## src/rtl/srtf_pkg.sv

```systemverilog
package srtf_pkg;

	localparam int MAX_SLOTS = 16;
	localparam int SLOT_W    = $clog2(MAX_SLOTS);
	localparam int CNT_W     = $clog2(MAX_SLOTS + 1);
	localparam int TIME_W    = 16;
	localparam int REM_W     = 16;
	localparam int CFG_W     = 5;
	localparam int ACT_W     = 3;

	localparam logic OP_LOAD = 1'b0;
	localparam logic OP_TICK = 1'b1;

	typedef enum logic [ACT_W-1:0] {
		ACT_START     = 3'd0,
		ACT_RESUME    = 3'd1,
		ACT_SUSPEND   = 3'd2,
		ACT_TERMINATE = 3'd3,
		ACT_DONE      = 3'd4
	} act_t;

	typedef enum logic [1:0] {
		K_TERM = 2'd0,
		K_DONE = 2'd1,
		K_SUSP = 2'd2,
		K_SEL  = 2'd3
	} kind_t;

	typedef struct packed {
		logic term;
		logic done;
		logic susp;
		logic sel;
	} emit_flags_t;

	typedef struct packed {
		logic  load;
		logic  tick;
		logic  dec;
		logic  scan_clr;
		logic  scan_issue;
		logic  decide;
		logic  emit;
		kind_t kind;
	} cmd_t;

	typedef struct packed {
		logic        scan_end;
		emit_flags_t em;
		logic        out_free;
	} sts_t;

endpackage

```

## src/rtl/srtf_if.sv

```systemverilog
interface srtf_req_if;
	logic                        valid;
	logic                        ready;
	logic                        opcode;
	logic [srtf_pkg::SLOT_W-1:0] slot;
	logic [srtf_pkg::TIME_W-1:0] arrival_time;
	logic [srtf_pkg::REM_W-1:0]  burst_time;

	modport source (output valid, opcode, slot, arrival_time, burst_time, input ready);
	modport sink (input valid, opcode, slot, arrival_time, burst_time, output ready);
endinterface

interface srtf_rsp_if;
	logic                        valid;
	logic                        ready;
	logic [srtf_pkg::ACT_W-1:0]  action;
	logic [srtf_pkg::SLOT_W-1:0] target_slot;
	logic [srtf_pkg::REM_W-1:0]  remaining;
	logic [srtf_pkg::TIME_W-1:0] time_now;
	logic                        last;

	modport source (output valid, action, target_slot, remaining, time_now, last, input ready);
	modport sink (input valid, action, target_slot, remaining, time_now, last, output ready);
endinterface

interface srtf_cfg_if;
	logic                       valid;
	logic                       ready;
	logic [srtf_pkg::CFG_W-1:0] process_count;

	modport source (output valid, process_count, input ready);
	modport sink (input valid, process_count, output ready);
endinterface

```

## src/rtl/srtf_ctrl.sv

```systemverilog
module srtf_ctrl (
	input  logic             clk,
	input  logic             arst_n,
	input  logic             in_valid,
	input  logic             in_opcode,
	output logic             in_ready,
	input  srtf_pkg::sts_t   sts,
	output srtf_pkg::cmd_t   cmd
);

	typedef enum logic [7:0] {
		S_IDLE   = 8'b0000_0001,
		S_DEC    = 8'b0000_0010,
		S_SCAN   = 8'b0000_0100,
		S_DECIDE = 8'b0000_1000,
		S_TERM   = 8'b0001_0000,
		S_DONE   = 8'b0010_0000,
		S_SUSP   = 8'b0100_0000,
		S_SEL    = 8'b1000_0000
	} state_t;

	state_t state_q, state_d;

	always_ff @(posedge clk or negedge arst_n) begin
		if (!arst_n) begin
			state_q <= S_IDLE;
		end else begin
			state_q <= state_d;
		end
	end

	always_comb begin
		state_d  = state_q;
		in_ready = 1'b0;
		cmd      = '0;
		cmd.kind = srtf_pkg::K_TERM;
		case (state_q)
			S_IDLE: begin
				in_ready = 1'b1;
				if (in_valid) begin
					if (in_opcode == srtf_pkg::OP_TICK) begin
						cmd.tick = 1'b1;
						state_d  = S_DEC;
					end else begin
						cmd.load = 1'b1;
					end
				end
			end
			S_DEC: begin
				cmd.dec      = 1'b1;
				cmd.scan_clr = 1'b1;
				state_d      = S_SCAN;
			end
			S_SCAN: begin
				if (sts.scan_end) begin
					state_d = S_DECIDE;
				end else begin
					cmd.scan_issue = 1'b1;
				end
			end
			S_DECIDE: begin
				cmd.decide = 1'b1;
				state_d    = S_TERM;
			end
			S_TERM: begin
				cmd.kind = srtf_pkg::K_TERM;
				if (!sts.em.term) begin
					state_d = S_DONE;
				end else if (sts.out_free) begin
					cmd.emit = 1'b1;
					state_d  = S_DONE;
				end
			end
			S_DONE: begin
				cmd.kind = srtf_pkg::K_DONE;
				if (!sts.em.done) begin
					state_d = S_SUSP;
				end else if (sts.out_free) begin
					cmd.emit = 1'b1;
					state_d  = S_SUSP;
				end
			end
			S_SUSP: begin
				cmd.kind = srtf_pkg::K_SUSP;
				if (!sts.em.susp) begin
					state_d = S_SEL;
				end else if (sts.out_free) begin
					cmd.emit = 1'b1;
					state_d  = S_SEL;
				end
			end
			S_SEL: begin
				cmd.kind = srtf_pkg::K_SEL;
				if (!sts.em.sel) begin
					state_d = S_IDLE;
				end else if (sts.out_free) begin
					cmd.emit = 1'b1;
					state_d  = S_IDLE;
				end
			end
			default: begin
				state_d = S_IDLE;
			end
		endcase
	end

endmodule

```

## src/rtl/srtf_dp.sv

```systemverilog
module srtf_dp (
	input  logic                        clk,
	input  logic                        arst_n,
	input  srtf_pkg::cmd_t              cmd,
	output srtf_pkg::sts_t              sts,
	input  logic [srtf_pkg::SLOT_W-1:0] slot,
	input  logic [srtf_pkg::TIME_W-1:0] arrival_time,
	input  logic [srtf_pkg::REM_W-1:0]  burst_time,
	srtf_cfg_if.sink                    cfg,
	srtf_rsp_if.source                  rsp
);

	logic [srtf_pkg::TIME_W-1:0] arr_mem [srtf_pkg::MAX_SLOTS];
	logic [srtf_pkg::REM_W-1:0]  rem_mem [srtf_pkg::MAX_SLOTS];
	logic [srtf_pkg::MAX_SLOTS-1:0] started_q;

	logic [srtf_pkg::SLOT_W-1:0] run_slot_q;
	logic                        run_valid_q;
	logic [srtf_pkg::REM_W-1:0]  run_rem_q;
	logic [srtf_pkg::TIME_W-1:0] tick_q;
	logic [srtf_pkg::CNT_W-1:0]  count_q;
	logic [srtf_pkg::CNT_W-1:0]  idx_q;

	logic [srtf_pkg::SLOT_W-1:0] rd_addr;
	logic [srtf_pkg::REM_W-1:0]  rd_rem_q;
	logic [srtf_pkg::TIME_W-1:0] rd_arr_q;
	logic                        cmp_v_s1;
	logic [srtf_pkg::SLOT_W-1:0] cmp_slot_s1;

	logic                        best_v_q;
	logic [srtf_pkg::SLOT_W-1:0] best_slot_q;
	logic [srtf_pkg::REM_W-1:0]  best_rem_q;
	logic                        work_q;
	srtf_pkg::emit_flags_t       em_q;

	logic [srtf_pkg::REM_W-1:0]  dec_rem;
	logic                        term_now;
	logic                        better;
	logic                        out_free;

	logic                        out_valid_q;
	srtf_pkg::act_t              out_act_q;
	logic [srtf_pkg::SLOT_W-1:0] out_slot_q;
	logic [srtf_pkg::REM_W-1:0]  out_rem_q;
	logic [srtf_pkg::TIME_W-1:0] out_time_q;
	logic                        out_last_q;

	assign dec_rem  = (rd_rem_q == '0) ? '0 : rd_rem_q - 1'b1;
	assign term_now = run_valid_q && (dec_rem == '0);
	assign rd_addr  = cmd.scan_issue ? idx_q[srtf_pkg::SLOT_W-1:0] : run_slot_q;
	assign better   = cmp_v_s1 && (rd_rem_q != '0) && (rd_arr_q <= tick_q) &&
		(!best_v_q || (rd_rem_q < best_rem_q));
	assign out_free = !out_valid_q || rsp.ready;

	assign sts.scan_end = (idx_q == count_q);
	assign sts.em       = em_q;
	assign sts.out_free = out_free;

	assign cfg.ready       = 1'b1;
	assign rsp.valid       = out_valid_q;
	assign rsp.action      = out_act_q;
	assign rsp.target_slot = out_slot_q;
	assign rsp.remaining   = out_rem_q;
	assign rsp.time_now    = out_time_q;
	assign rsp.last        = out_last_q;

	always_ff @(posedge clk) begin
		if (cmd.load) begin
			arr_mem[slot] <= arrival_time;
		end
	end

	always_ff @(posedge clk or negedge arst_n) begin
		if (!arst_n) begin
			for (int i = 0; i < srtf_pkg::MAX_SLOTS; i++) begin
				rem_mem[i] <= '0;
			end
		end else if (cmd.load) begin
			rem_mem[slot] <= burst_time;
		end else if (cmd.dec && run_valid_q) begin
			rem_mem[run_slot_q] <= dec_rem;
		end
	end

	always_ff @(posedge clk) begin
		rd_rem_q    <= rem_mem[rd_addr];
		rd_arr_q    <= arr_mem[rd_addr];
		cmp_slot_s1 <= idx_q[srtf_pkg::SLOT_W-1:0];
		if (cmd.dec) begin
			run_rem_q <= dec_rem;
		end
		if (better) begin
			best_slot_q <= cmp_slot_s1;
			best_rem_q  <= rd_rem_q;
		end
	end

	always_ff @(posedge clk or negedge arst_n) begin
		if (!arst_n) begin
			count_q     <= srtf_pkg::CNT_W'(1);
			tick_q      <= '0;
			idx_q       <= '0;
			cmp_v_s1    <= 1'b0;
			best_v_q    <= 1'b0;
			work_q      <= 1'b0;
			em_q        <= '0;
			started_q   <= '0;
			run_slot_q  <= '0;
			run_valid_q <= 1'b0;
		end else begin
			if (cfg.valid) begin
				if (int'(cfg.process_count) > srtf_pkg::MAX_SLOTS) begin
					count_q <= srtf_pkg::CNT_W'(srtf_pkg::MAX_SLOTS);
				end else begin
					count_q <= srtf_pkg::CNT_W'(cfg.process_count);
				end
			end
			if (cmd.tick && (tick_q != '1)) begin
				tick_q <= tick_q + 1'b1;
			end
			cmp_v_s1 <= cmd.scan_issue;
			if (cmd.scan_clr) begin
				idx_q    <= '0;
				best_v_q <= 1'b0;
				work_q   <= 1'b0;
			end else begin
				if (cmd.scan_issue) begin
					idx_q <= idx_q + 1'b1;
				end
				if (cmp_v_s1 && (rd_rem_q != '0)) begin
					work_q <= 1'b1;
				end
				if (better) begin
					best_v_q <= 1'b1;
				end
			end
			if (cmd.load) begin
				started_q[slot] <= 1'b0;
				if (run_valid_q && (run_slot_q == slot)) begin
					run_valid_q <= 1'b0;
				end
			end
			if (cmd.dec) begin
				em_q <= '{term: term_now, done: 1'b0, susp: 1'b0, sel: 1'b0};
				if (term_now) begin
					started_q[run_slot_q] <= 1'b0;
					run_valid_q           <= 1'b0;
				end
			end
			if (cmd.decide) begin
				em_q.done <= !work_q;
				em_q.susp <= work_q && run_valid_q &&
					(!best_v_q || (run_slot_q != best_slot_q));
				em_q.sel  <= work_q && best_v_q &&
					(!run_valid_q || (run_slot_q != best_slot_q));
			end
			if (cmd.emit && (cmd.kind == srtf_pkg::K_SUSP)) begin
				run_valid_q <= 1'b0;
			end
			if (cmd.emit && (cmd.kind == srtf_pkg::K_SEL)) begin
				started_q[best_slot_q] <= 1'b1;
				run_slot_q             <= best_slot_q;
				run_valid_q            <= 1'b1;
			end
		end
	end

	always_ff @(posedge clk or negedge arst_n) begin
		if (!arst_n) begin
			out_valid_q <= 1'b0;
		end else if (cmd.emit) begin
			out_valid_q <= 1'b1;
		end else if (rsp.ready) begin
			out_valid_q <= 1'b0;
		end
	end

	always_ff @(posedge clk) begin
		if (cmd.emit) begin
			out_time_q <= tick_q;
			case (cmd.kind)
				srtf_pkg::K_TERM: begin
					out_act_q  <= srtf_pkg::ACT_TERMINATE;
					out_slot_q <= run_slot_q;
					out_rem_q  <= '0;
					out_last_q <= !(em_q.done || em_q.sel);
				end
				srtf_pkg::K_DONE: begin
					out_act_q  <= srtf_pkg::ACT_DONE;
					out_slot_q <= '0;
					out_rem_q  <= '0;
					out_last_q <= 1'b1;
				end
				srtf_pkg::K_SUSP: begin
					out_act_q  <= srtf_pkg::ACT_SUSPEND;
					out_slot_q <= run_slot_q;
					out_rem_q  <= run_rem_q;
					out_last_q <= !em_q.sel;
				end
				srtf_pkg::K_SEL: begin
					out_act_q  <= started_q[best_slot_q] ? srtf_pkg::ACT_RESUME
						: srtf_pkg::ACT_START;
					out_slot_q <= best_slot_q;
					out_rem_q  <= best_rem_q;
					out_last_q <= 1'b1;
				end
				default: begin
					out_act_q  <= srtf_pkg::ACT_DONE;
					out_slot_q <= '0;
					out_rem_q  <= '0;
					out_last_q <= 1'b1;
				end
			endcase
		end
	end

	a_run_started: assert property (@(posedge clk) disable iff (!arst_n)
		run_valid_q |-> started_q[run_slot_q])
		else $error("running slot not marked started");

	a_emit_free: assert property (@(posedge clk) disable iff (!arst_n)
		cmd.emit |-> out_free)
		else $error("item emitted into a full output register");

	a_sel_pick: assert property (@(posedge clk) disable iff (!arst_n)
		(cmd.emit && (cmd.kind == srtf_pkg::K_SEL)) |-> best_v_q)
		else $error("dispatch without a picked slot");

	a_tick_adv: assert property (@(posedge clk) disable iff (!arst_n)
		(cmd.tick && (tick_q != '1)) |=> (tick_q == srtf_pkg::TIME_W'($past(tick_q) + 1'b1)))
		else $error("tick count did not advance");

endmodule

```

## src/rtl/srtf_tick_scheduler_unit.sv

```systemverilog
// Load item: taken in idle, no result.
// Tick item: decrement, scan of N slots (N = process_count capped at 16), decide and emit steps,
// all before the next accept; an emit waits on rsp.ready, the scan reads one slot per cycle.
// Up to two result items per tick through one output register; one item at a time.
// arst_n clears remaining bursts, started flags, running slot and tick count; arrival
// entries hold no reset value and process_count resets to 1.
module srtf_tick_scheduler_unit (
	input  logic       clk,
	input  logic       arst_n,
	srtf_cfg_if.sink   cfg,
	srtf_req_if.sink   req,
	srtf_rsp_if.source rsp
);

	srtf_pkg::cmd_t cmd;
	srtf_pkg::sts_t sts;

	srtf_ctrl u_ctrl (
		.clk       (clk),
		.arst_n    (arst_n),
		.in_valid  (req.valid),
		.in_opcode (req.opcode),
		.in_ready  (req.ready),
		.sts       (sts),
		.cmd       (cmd)
	);

	srtf_dp u_dp (
		.clk          (clk),
		.arst_n       (arst_n),
		.cmd          (cmd),
		.sts          (sts),
		.slot         (req.slot),
		.arrival_time (req.arrival_time),
		.burst_time   (req.burst_time),
		.cfg          (cfg),
		.rsp          (rsp)
	);

endmodule
```

## src/flat_wrapper.sv

```systemverilog
// flat-port wrapper written by rule: the top's interface ports become plain ports
module srtf_tick_scheduler_unit_flat 
  (clk, arst_n, cfg_valid, cfg_process_count, cfg_ready, req_valid, req_opcode, req_slot, req_arrival_time, req_burst_time, req_ready, rsp_valid, rsp_action, rsp_target_slot, rsp_remaining, rsp_time_now, rsp_last, rsp_ready);
  srtf_cfg_if cfg_i ();
  srtf_req_if req_i ();
  srtf_rsp_if rsp_i ();
  input  logic clk;
  input  logic arst_n;
  input wire logic [$bits(cfg_i.valid)-1:0] cfg_valid;
  input wire logic [$bits(cfg_i.process_count)-1:0] cfg_process_count;
  output wire logic [$bits(cfg_i.ready)-1:0] cfg_ready;
  input wire logic [$bits(req_i.valid)-1:0] req_valid;
  input wire logic [$bits(req_i.opcode)-1:0] req_opcode;
  input wire logic [$bits(req_i.slot)-1:0] req_slot;
  input wire logic [$bits(req_i.arrival_time)-1:0] req_arrival_time;
  input wire logic [$bits(req_i.burst_time)-1:0] req_burst_time;
  output wire logic [$bits(req_i.ready)-1:0] req_ready;
  output wire logic [$bits(rsp_i.valid)-1:0] rsp_valid;
  output wire logic [$bits(rsp_i.action)-1:0] rsp_action;
  output wire logic [$bits(rsp_i.target_slot)-1:0] rsp_target_slot;
  output wire logic [$bits(rsp_i.remaining)-1:0] rsp_remaining;
  output wire logic [$bits(rsp_i.time_now)-1:0] rsp_time_now;
  output wire logic [$bits(rsp_i.last)-1:0] rsp_last;
  input wire logic [$bits(rsp_i.ready)-1:0] rsp_ready;
  assign cfg_i.valid = cfg_valid;
  assign cfg_i.process_count = cfg_process_count;
  assign cfg_ready = cfg_i.ready;
  assign req_i.valid = req_valid;
  assign req_i.opcode = req_opcode;
  assign req_i.slot = req_slot;
  assign req_i.arrival_time = req_arrival_time;
  assign req_i.burst_time = req_burst_time;
  assign req_ready = req_i.ready;
  assign rsp_valid = rsp_i.valid;
  assign rsp_action = rsp_i.action;
  assign rsp_target_slot = rsp_i.target_slot;
  assign rsp_remaining = rsp_i.remaining;
  assign rsp_time_now = rsp_i.time_now;
  assign rsp_last = rsp_i.last;
  assign rsp_i.ready = rsp_ready;
  srtf_tick_scheduler_unit u_core (.clk(clk), .arst_n(arst_n), .cfg(cfg_i), .req(req_i), .rsp(rsp_i));
endmodule
```

## config.mk

```make
export PLATFORM = sky130hd
export DESIGN_NAME = srtf_tick_scheduler_unit_flat
export DESIGN_NICKNAME = d
export VERILOG_FILES = /design/src/rtl/srtf_pkg.sv /design/src/rtl/srtf_if.sv /design/src/rtl/srtf_ctrl.sv /design/src/rtl/srtf_dp.sv /design/src/rtl/srtf_tick_scheduler_unit.sv /design/src/flat_wrapper.sv
export SDC_FILE = /design/constraint.sdc
export NUM_CORES = 2
export LEC_CHECK = 0
export BUFFER_PORTS_ARGS = -buffer_cell sky130_fd_sc_hd__buf_2
export CAP_MARGIN = 20
export CORE_ASPECT_RATIO = 0.7
export CORE_MARGIN = 1.5
export CORE_UTILIZATION = 50
export CTS_BUF_LIST = sky130_fd_sc_hd__clkbuf_16
export DETAILED_ROUTE_END_ITERATION = 8
export PLACE_DENSITY = 0.62
export RECOVER_POWER = 25
export SYNTH_ARGS = -nofsm -noshare
export SYNTH_HDL_FRONTEND = slang
export SYNTH_SLANG_ARGS = --single-unit
```

## constraint.sdc

```tcl
create_clock -name clk -period 5.55 [get_ports clk]
set_clock_uncertainty 0.1 [all_clocks]
set_input_delay 0.2775 -clock clk [delete_from_list [all_inputs] [get_ports clk]]
set_output_delay 0.2775 -clock clk [all_outputs]
set_load 0.01 [all_outputs]
```

# ---- After elaboration in Yosys (flattened, before gate mapping)
# Memories as Yosys holds them, arrays and structs flattened. A register that Yosys moved wholly into a read port is not among the register bits.
# Cells that the tools add are included.
# W data, S select, Z words.
dict set report word_totals {
  n_memories 1
  register_bits 415
  mem_bits_rw 256
  input_bits 47
}
# memory depth width read_ports rd_clocked_by_memory_dff wr line
set mem_list {}
lappend mem_list {u_core.u_dp.arr_mem 16 16 1 1 1 srtf_dp.sv:13} ;# logic [srtf_pkg::TIME_W-1:0] arr_mem [srtf_pkg::MAX_SLOTS];
dict set report op_classes {
  n_bitwise 8
  n_mux 76
  n_lt_le_gt_ge 14
  add_sub_neg 3
  n_reduce_logical 43
  eq_ne 22
}
# cell n
set ops {}
lappend ops {{$bwmux W256} 2}
lappend ops {{$mux W256} 2}
lappend ops {{$mux W16} 9}
lappend ops {{$demux W16 S4} 2}
lappend ops {{$mux W8} 11}
lappend ops {{$bmux W16 S4} 1}
lappend ops {{$pmux W8 S8} 1}
lappend ops {{$pmux W16 S3} 1}
lappend ops {{$and A16 B16 Y16} 2}
lappend ops {{$logic_not A16 Y1} 2}
lappend ops {{$not A16 Y16} 2}
lappend ops {{$mux W1} 30}
lappend ops {{$pmux W3 S4} 2}
lappend ops {{$logic_and A1 B1 Y1} 18}
lappend ops {{$add A16 B1 Y16 const B} 1}
lappend ops {{$le A16 B16 Y1} 1}
lappend ops {{$lt A16 B16 Y1} 1}
lappend ops {{$ne A16 B16 Y1 const B} 1}
lappend ops {{$or A16 B16 Y16} 1}
lappend ops {{$reduce_bool A16 Y1} 1}
lappend ops {{$sub A16 B1 Y16 const B} 1}
lappend ops {{$ge A5 B5 Y1 const B} 3}
lappend ops {{$lt A4 B5 Y1 const B} 3}
lappend ops {{$mux W5} 3}
lappend ops {{other kinds (34)} 65}

# ---- Longest topological paths before layout
dict set report depth {
  word_depth 12
  depth_mapped 13
  mapped_depth_nobuf 9
}

# ---- Cells and area by module
# Synthesis repeated with hierarchy kept, for this count alone.
dict set report unflattened {
  hier_cells 2545
  area_unflattened_um2 31192.4
}
# mod area_each_um2 seq_area_each_um2 n_inst cells_per_inst
set modules_own_cells {}
lappend modules_own_cells {srtf_dp 30594.3 18474.0 1 2473}
lappend modules_own_cells {srtf_ctrl 598.1 201.4 1 72}

# ---- Least setup slack after synthesis
# Ideal clock, no wire load.
dict set report synth_timing {
  path_kind {register -> register}
  startpoint {register u_core.u_ctrl.state_q[1]}
  endpoint {register u_core.u_dp.out_act_q[0], in the netlist u_core.u_dp.rsp.action[0] (enable)}
  stages_incl_launch_ff 6
  t_arrival_ns 3.789
  setup_ns 0.437
  required_ns 5.013
  setup_slack_ns 1.223
  period_less_slack_ns 4.327
  cell_sequence {dfrtp_1 or4_1 nor4_1 a222oi_1 and2_1 nor2_1}
}
# element line
set synth_lines {}
lappend synth_lines {{from (decl)} srtf_ctrl.sv:22} ;# state_t state_q, state_d;
lappend synth_lines {{from (signal assigned)} srtf_ctrl.sv:28} ;# state_q <= state_d;
lappend synth_lines {{to (signal assigned)} srtf_dp.sv:183} ;# out_act_q <= srtf_pkg::ACT_TERMINATE;
lappend synth_lines {{to (signal assigned)} srtf_dp.sv:189} ;# out_act_q <= srtf_pkg::ACT_DONE;
lappend synth_lines {{to (signal assigned)} srtf_dp.sv:195} ;# out_act_q <= srtf_pkg::ACT_SUSPEND;
lappend synth_lines {{to (decl)} srtf_dp.sv:42} ;# srtf_pkg::act_t out_act_q;

# ---- Worst setup path after layout
dict set report layout_timing {
  startpoint {register u_core.u_ctrl.state_q[4]}
  endpoint {register u_core.u_dp.rd_arr_q[15] (netlist bit) (read register of u_core.u_dp.arr_mem)}
}
dict set report layout_between {
  elab_chain_cells 3
}
# element line
set layout_rtl {}
lappend layout_rtl {{$eq A8 B3 Y1} srtf_ctrl.sv:37} ;# case (state_q)
lappend layout_rtl {{$mux W1} srtf_ctrl.sv:37}
lappend layout_rtl {{$mux W4} srtf_dp.sv:50} ;# assign rd_addr = cmd.scan_issue ? idx_q[srtf_pkg::SLOT_W-1:0] : run_slot_q;
lappend layout_rtl {{to (decl)} srtf_dp.sv:26} ;# logic [srtf_pkg::TIME_W-1:0] rd_arr_q;
# No other way between the ends.
# A chain may end at the register's enable or synchronous reset.

==> out/metrics.csv <==
stage,metric,value,unit
synthesis,ys flop type,edfxtp_1,
setup_path,"Max FO, Critical Path",28,
detailed_routing,drt pass-1 iters,6,
synthesis,leading area contributor after synthesis,edfxtp_1,
synthesis,sequential share of the synthesized area,59.79,%
floorplan,IO Count,90,
setup_path,Setup crit start kind,register,
setup_path,worst reg2reg startpoint,u_core.u_ctrl.state_q[4],
placement,RePlAce Congestion,0.9317,
timing,final hold violation count,0,
placement,Post-DP HPWL,60510,um
layout,P&R area growth vs syn,13.31,%
synthesis,Syn. warnings,0,
floorplan,Die Height,212.1,um
status,status,finished clean,
power,Max IR drop VDD,281.6,uV
synthesis,Syn Nets,2738,
global_route,GRT Total Usage,31.72,%
synthesis,compound-cell area share of the yosys netlist,16.29,%
clock_tree,clock sinks,687,
worst_hold_path,Hold WC Path Type,primary input to register,
power,static leakage,15.17,nW
detailed_routing,Detail Route Antenna Nets,0,
synthesis,Seq cells post-synth,687,
timing,Worst Tran Pin Value,1.387,ns
setup_path,crit path to,u_core.u_dp.rd_arr_q[15],
timing,unrepaired setup endpoints after global routing,no,
clock_tree,CTS tree,done,
synthesis,mapped cell area,0.03124,mm^2
setup_path,"setup slack, reg-to-reg",1.19,ns
layout,nets,2806,
synthesis,post-synthesis xor/xnor area fraction,1.065,%
timing,Pins Over Slew Limit,0,
detailed_routing,routed wire length per instance,28.06,um
detailed_routing,DRT Wirelength,101100,um
detailed_routing,DRC,0,
detailed_routing,vias,23309,
synthesis,Synth top area share,31.92,%
layout,multi-input logic area,0.01167,mm^2
job,max-cap violation count,0,
setup_path,R2R depth,9,
synthesis,Syn Inst Count,2656,
synthesis,number of flops mapped to enable cells by yosys,332,
floorplan,die area,0.06401,mm^2
clock_tree,clk slew on worst S/H paths,0.06,ns
global_route,global-route wire length before repair,149000,um
synthesis,adder-cell share of the synthesized area,1.402,%
synthesis,Post-Synth Simple-Gate Area,7.642,%
global_route,initial antenna violation count,2,
setup_path,Crit path largest cell delay,0.57,ns
setup_path,Critical Path Sink Type,register,
detailed_routing,DR iter-0 viols,2819,
timing,period utilization,78.63,%
placement,Port Buf Inserts,88,
clock_tree,clk root buf,clkbuf_16,
clock_tree,H-tree lvl count,3,
synthesis,Yosys cell types,65,
power,Power Density,375.3,mW/mm^2
clock_tree,clk_lat worst skew,0.62,ns
setup_path,worst endpoint data arrival time,4.75,ns
clock_tree,TritonCTS Buffers,70,
synthesis,Async SR Flop Fraction,46.43,%
setup_path,kind of critical path,register to register,
synthesis,largest family of logic cells by synthesized area,compound AO/OA/AOI/OAI gates,
detailed_routing,via/cell ratio,6.471,
clock_tree,post-CTS sizing,0,
layout,Sequential cell area,0.01868,mm^2
setup_path,Worst EP required,5.94,ns
setup_path,CP startpoint,u_core.u_ctrl.state_q[4],
synthesis,Mean Syn Cell Area,11.76,um^2
timing,Max Fclk,229.2,MHz
setup_path,RR Endpoint,u_core.u_dp.rd_arr_q[15],
floorplan,Core ar.,0.06162,mm^2
floorplan,Initial Util,50.69,%
timing,Relative slew margins,7.506,%
synthesis,mux share of post-synthesis cell area,10.21,%
layout,fraction of layout cells with a size suffix above 1,11.91,%
timing,setup TNS,0,ns
worst_hold_path,Min-Delay Startpoint,req_burst_time[13],
layout,filler cell count,5104,
synthesis,"top cells by area, synth","edfxtp_1, dfrtp_1, mux2i_1",
clock_tree,Clock Path Buffers,3,
floorplan,die width,301.7,um
global_route,largest net degree at the start of global routing,257,
timing,Period minus WS final,4.364,ns
global_route,gr ovfl total,0,
global_route,vias in the first global route,22579,
timing,# setup viols final,0,
setup_path,critical path's slowest cell,or4_4,
power,total power,13.28,mW
floorplan,Site Rows,76,
setup_path,crit path cell chain,or4_4 > or4_4 > a31oi_4 > mux2i_4 > buf_4 > buf_4 > mux2i_1 > mux2i_1 > a2111o_1,
[per-layer routing]
metal  share of wire, %  routed length, um  up-vias  track usage [%]
li1                   -                  -    10072                -
met1                 44              43980    11665            47.04
met2                 41              41500     1321            43.65
met3                 12              12200      249            9.657
met4                3.3               3374        2            11.36
met5              0.026                 26        -                0
[synthesized netlist by cell type, types with 7 or more instances]
cell type and number:
edfxtp_1 332, buf_1 24, a211oi_1 13, nand4_1 14, dfxtp_1 36, a22oi_1 256, nand3_1 17, a21oi_1 43
dfrtp_1 317, o21ai_0 292, o22ai_1 97, nor2_1 48, nand2b_1 19, xnor2_1 19, nand3b_1 7, mux2i_1 294
nor4_1 14, or2_2 8, nand2_1 320, o21ai_1 19, xor2_1 19, ha_1 35, clkbuf_1 158, nor2b_1 17
nor3_1 21, inv_1 48, a2111o_1 31, buf_2 27, a21o_1 10, buf_6 8, mux2_2 12
[area by class of cell]
class	count	share of cell area [%]
Inverter	49	0.5196
Clock inverter	57	1.280
Timing Repair Buffer	217	4.525
Tap cell	819	2.895
Multi-Input combinational cell	1699	32.98
Clock buffer	71	5.020
Antenna cell	3	0.02121
Sequential cell	687	52.76
[kinds of logic after synthesis]
family,count (synthesis)
AOI/OAI and AO/OA,791
DFF,687
and+or+nand+nor,523
muxes,311
buffers and inverters,270
xor gates and xnor gates,38
adders and majority gates,35
other,1
[worst min-delay path by stage]
stage | end | slack (ns) | depth (start not counted)
floorplan | u_core.u_ctrl.state_q[1] | -0.12 | 0
global placement | u_core.u_dp.rem_mem[130] | 0.21 | 1
detailed placement | u_core.u_dp.rem_mem[129] | 0.21 | 1
CTS | u_core.u_dp.rem_mem[173] | 0.06 | 3
global route | u_core.u_dp.rem_mem[153] | 0.12 | 3
finish | u_core.u_dp.rem_mem[173] | 0.1 | 3
[cells in the final DEF (no fill, tap or decap), drive strengths merged, types with 21 or more instances in the layout]
cell type	count
dlygate4sd3	34
o21ai	311
dfrtp	317
buf	166
clkinv	29
a2111o	31
inv	69
edfxtp	332
mux2i	294
nor3	21
o22ai	97
nor2	52
a21oi	43
a22oi	256
nand2	320
dfxtp	36
ha	35
clkbuf	88
[repair_timing]
| action | CTS | global route |
|---|---|---|
| hold buffers | 34 | 0 |
| endpoints found under the hold margin | 342 | 0 |
| endpoints found under the setup margin | 0 | 0 |
| buffers inserted | 0 | 0 |
[metrics by stage]
step / instances / hold slack, ns / util (%) / area (um^2) / setup slack [ns]
after global placement: 3430 / 0.2062 / 53.10 / 32720 / 1.344
after detailed placement: 3431 / 0.2116 / 53.11 / 32730 / 1.236
final: 3602 / 0.09893 / 57.44 / 35400 / 1.186
after global routing: 3599 / 0.1194 / 57.43 / 35390 / 1.017
after floorplan: 2656 / -0.1181 / - / 31240 / 1.223
after CTS: 3593 / 0.05908 / 57.28 / 35300 / 1.217
[worst max-delay path: cells and delay by family, from the launching register on]
| kind | cells | cell delay, ns |
|---|---|---|
| DFF | 1 | 0.44 |
| and+or+nand+nor | 2 | 1.13 |
| muxes | 3 | 0.86 |
| buffers and inverters | 2 | 1.00 |
| AOI/OAI and AO/OA | 2 | 0.63 |
[state kept, by name, indices dropped and copies added, names as in the netlist, 8 cells and up]
| register | count |
|---|---|
| u_core.u_dp.started_q | 16 |
| u_core.u_dp.run_rem_q | 16 |
| u_core.u_dp.rd_arr_q | 16 |
| u_core.u_dp.rd_rem_q | 16 |
| u_core.u_dp.rsp.time_now | 16 |
| u_core.u_dp.rem_mem | 256 |
| u_core.u_dp.arr_mem | 256 |
| u_core.u_dp.tick_q | 16 |
| u_core.u_dp.rsp.remaining | 16 |
| u_core.u_ctrl.state_q | 8 |
| u_core.u_dp.best_rem_q | 16 |
[report_power, final]
part / leakage [nW] / internal (mW) / switching, mW / total (mW)
Sequential: 7.74 / 5.74 / 0.406 / 6.14
Combinational: 6.27 / 0.769 / 1.69 / 2.46
Clock: 1.16 / 2.66 / 2.03 / 4.69
Total: 15.2 / 9.16 / 4.12 / 13.3
(Power assumes the default switching activity.)
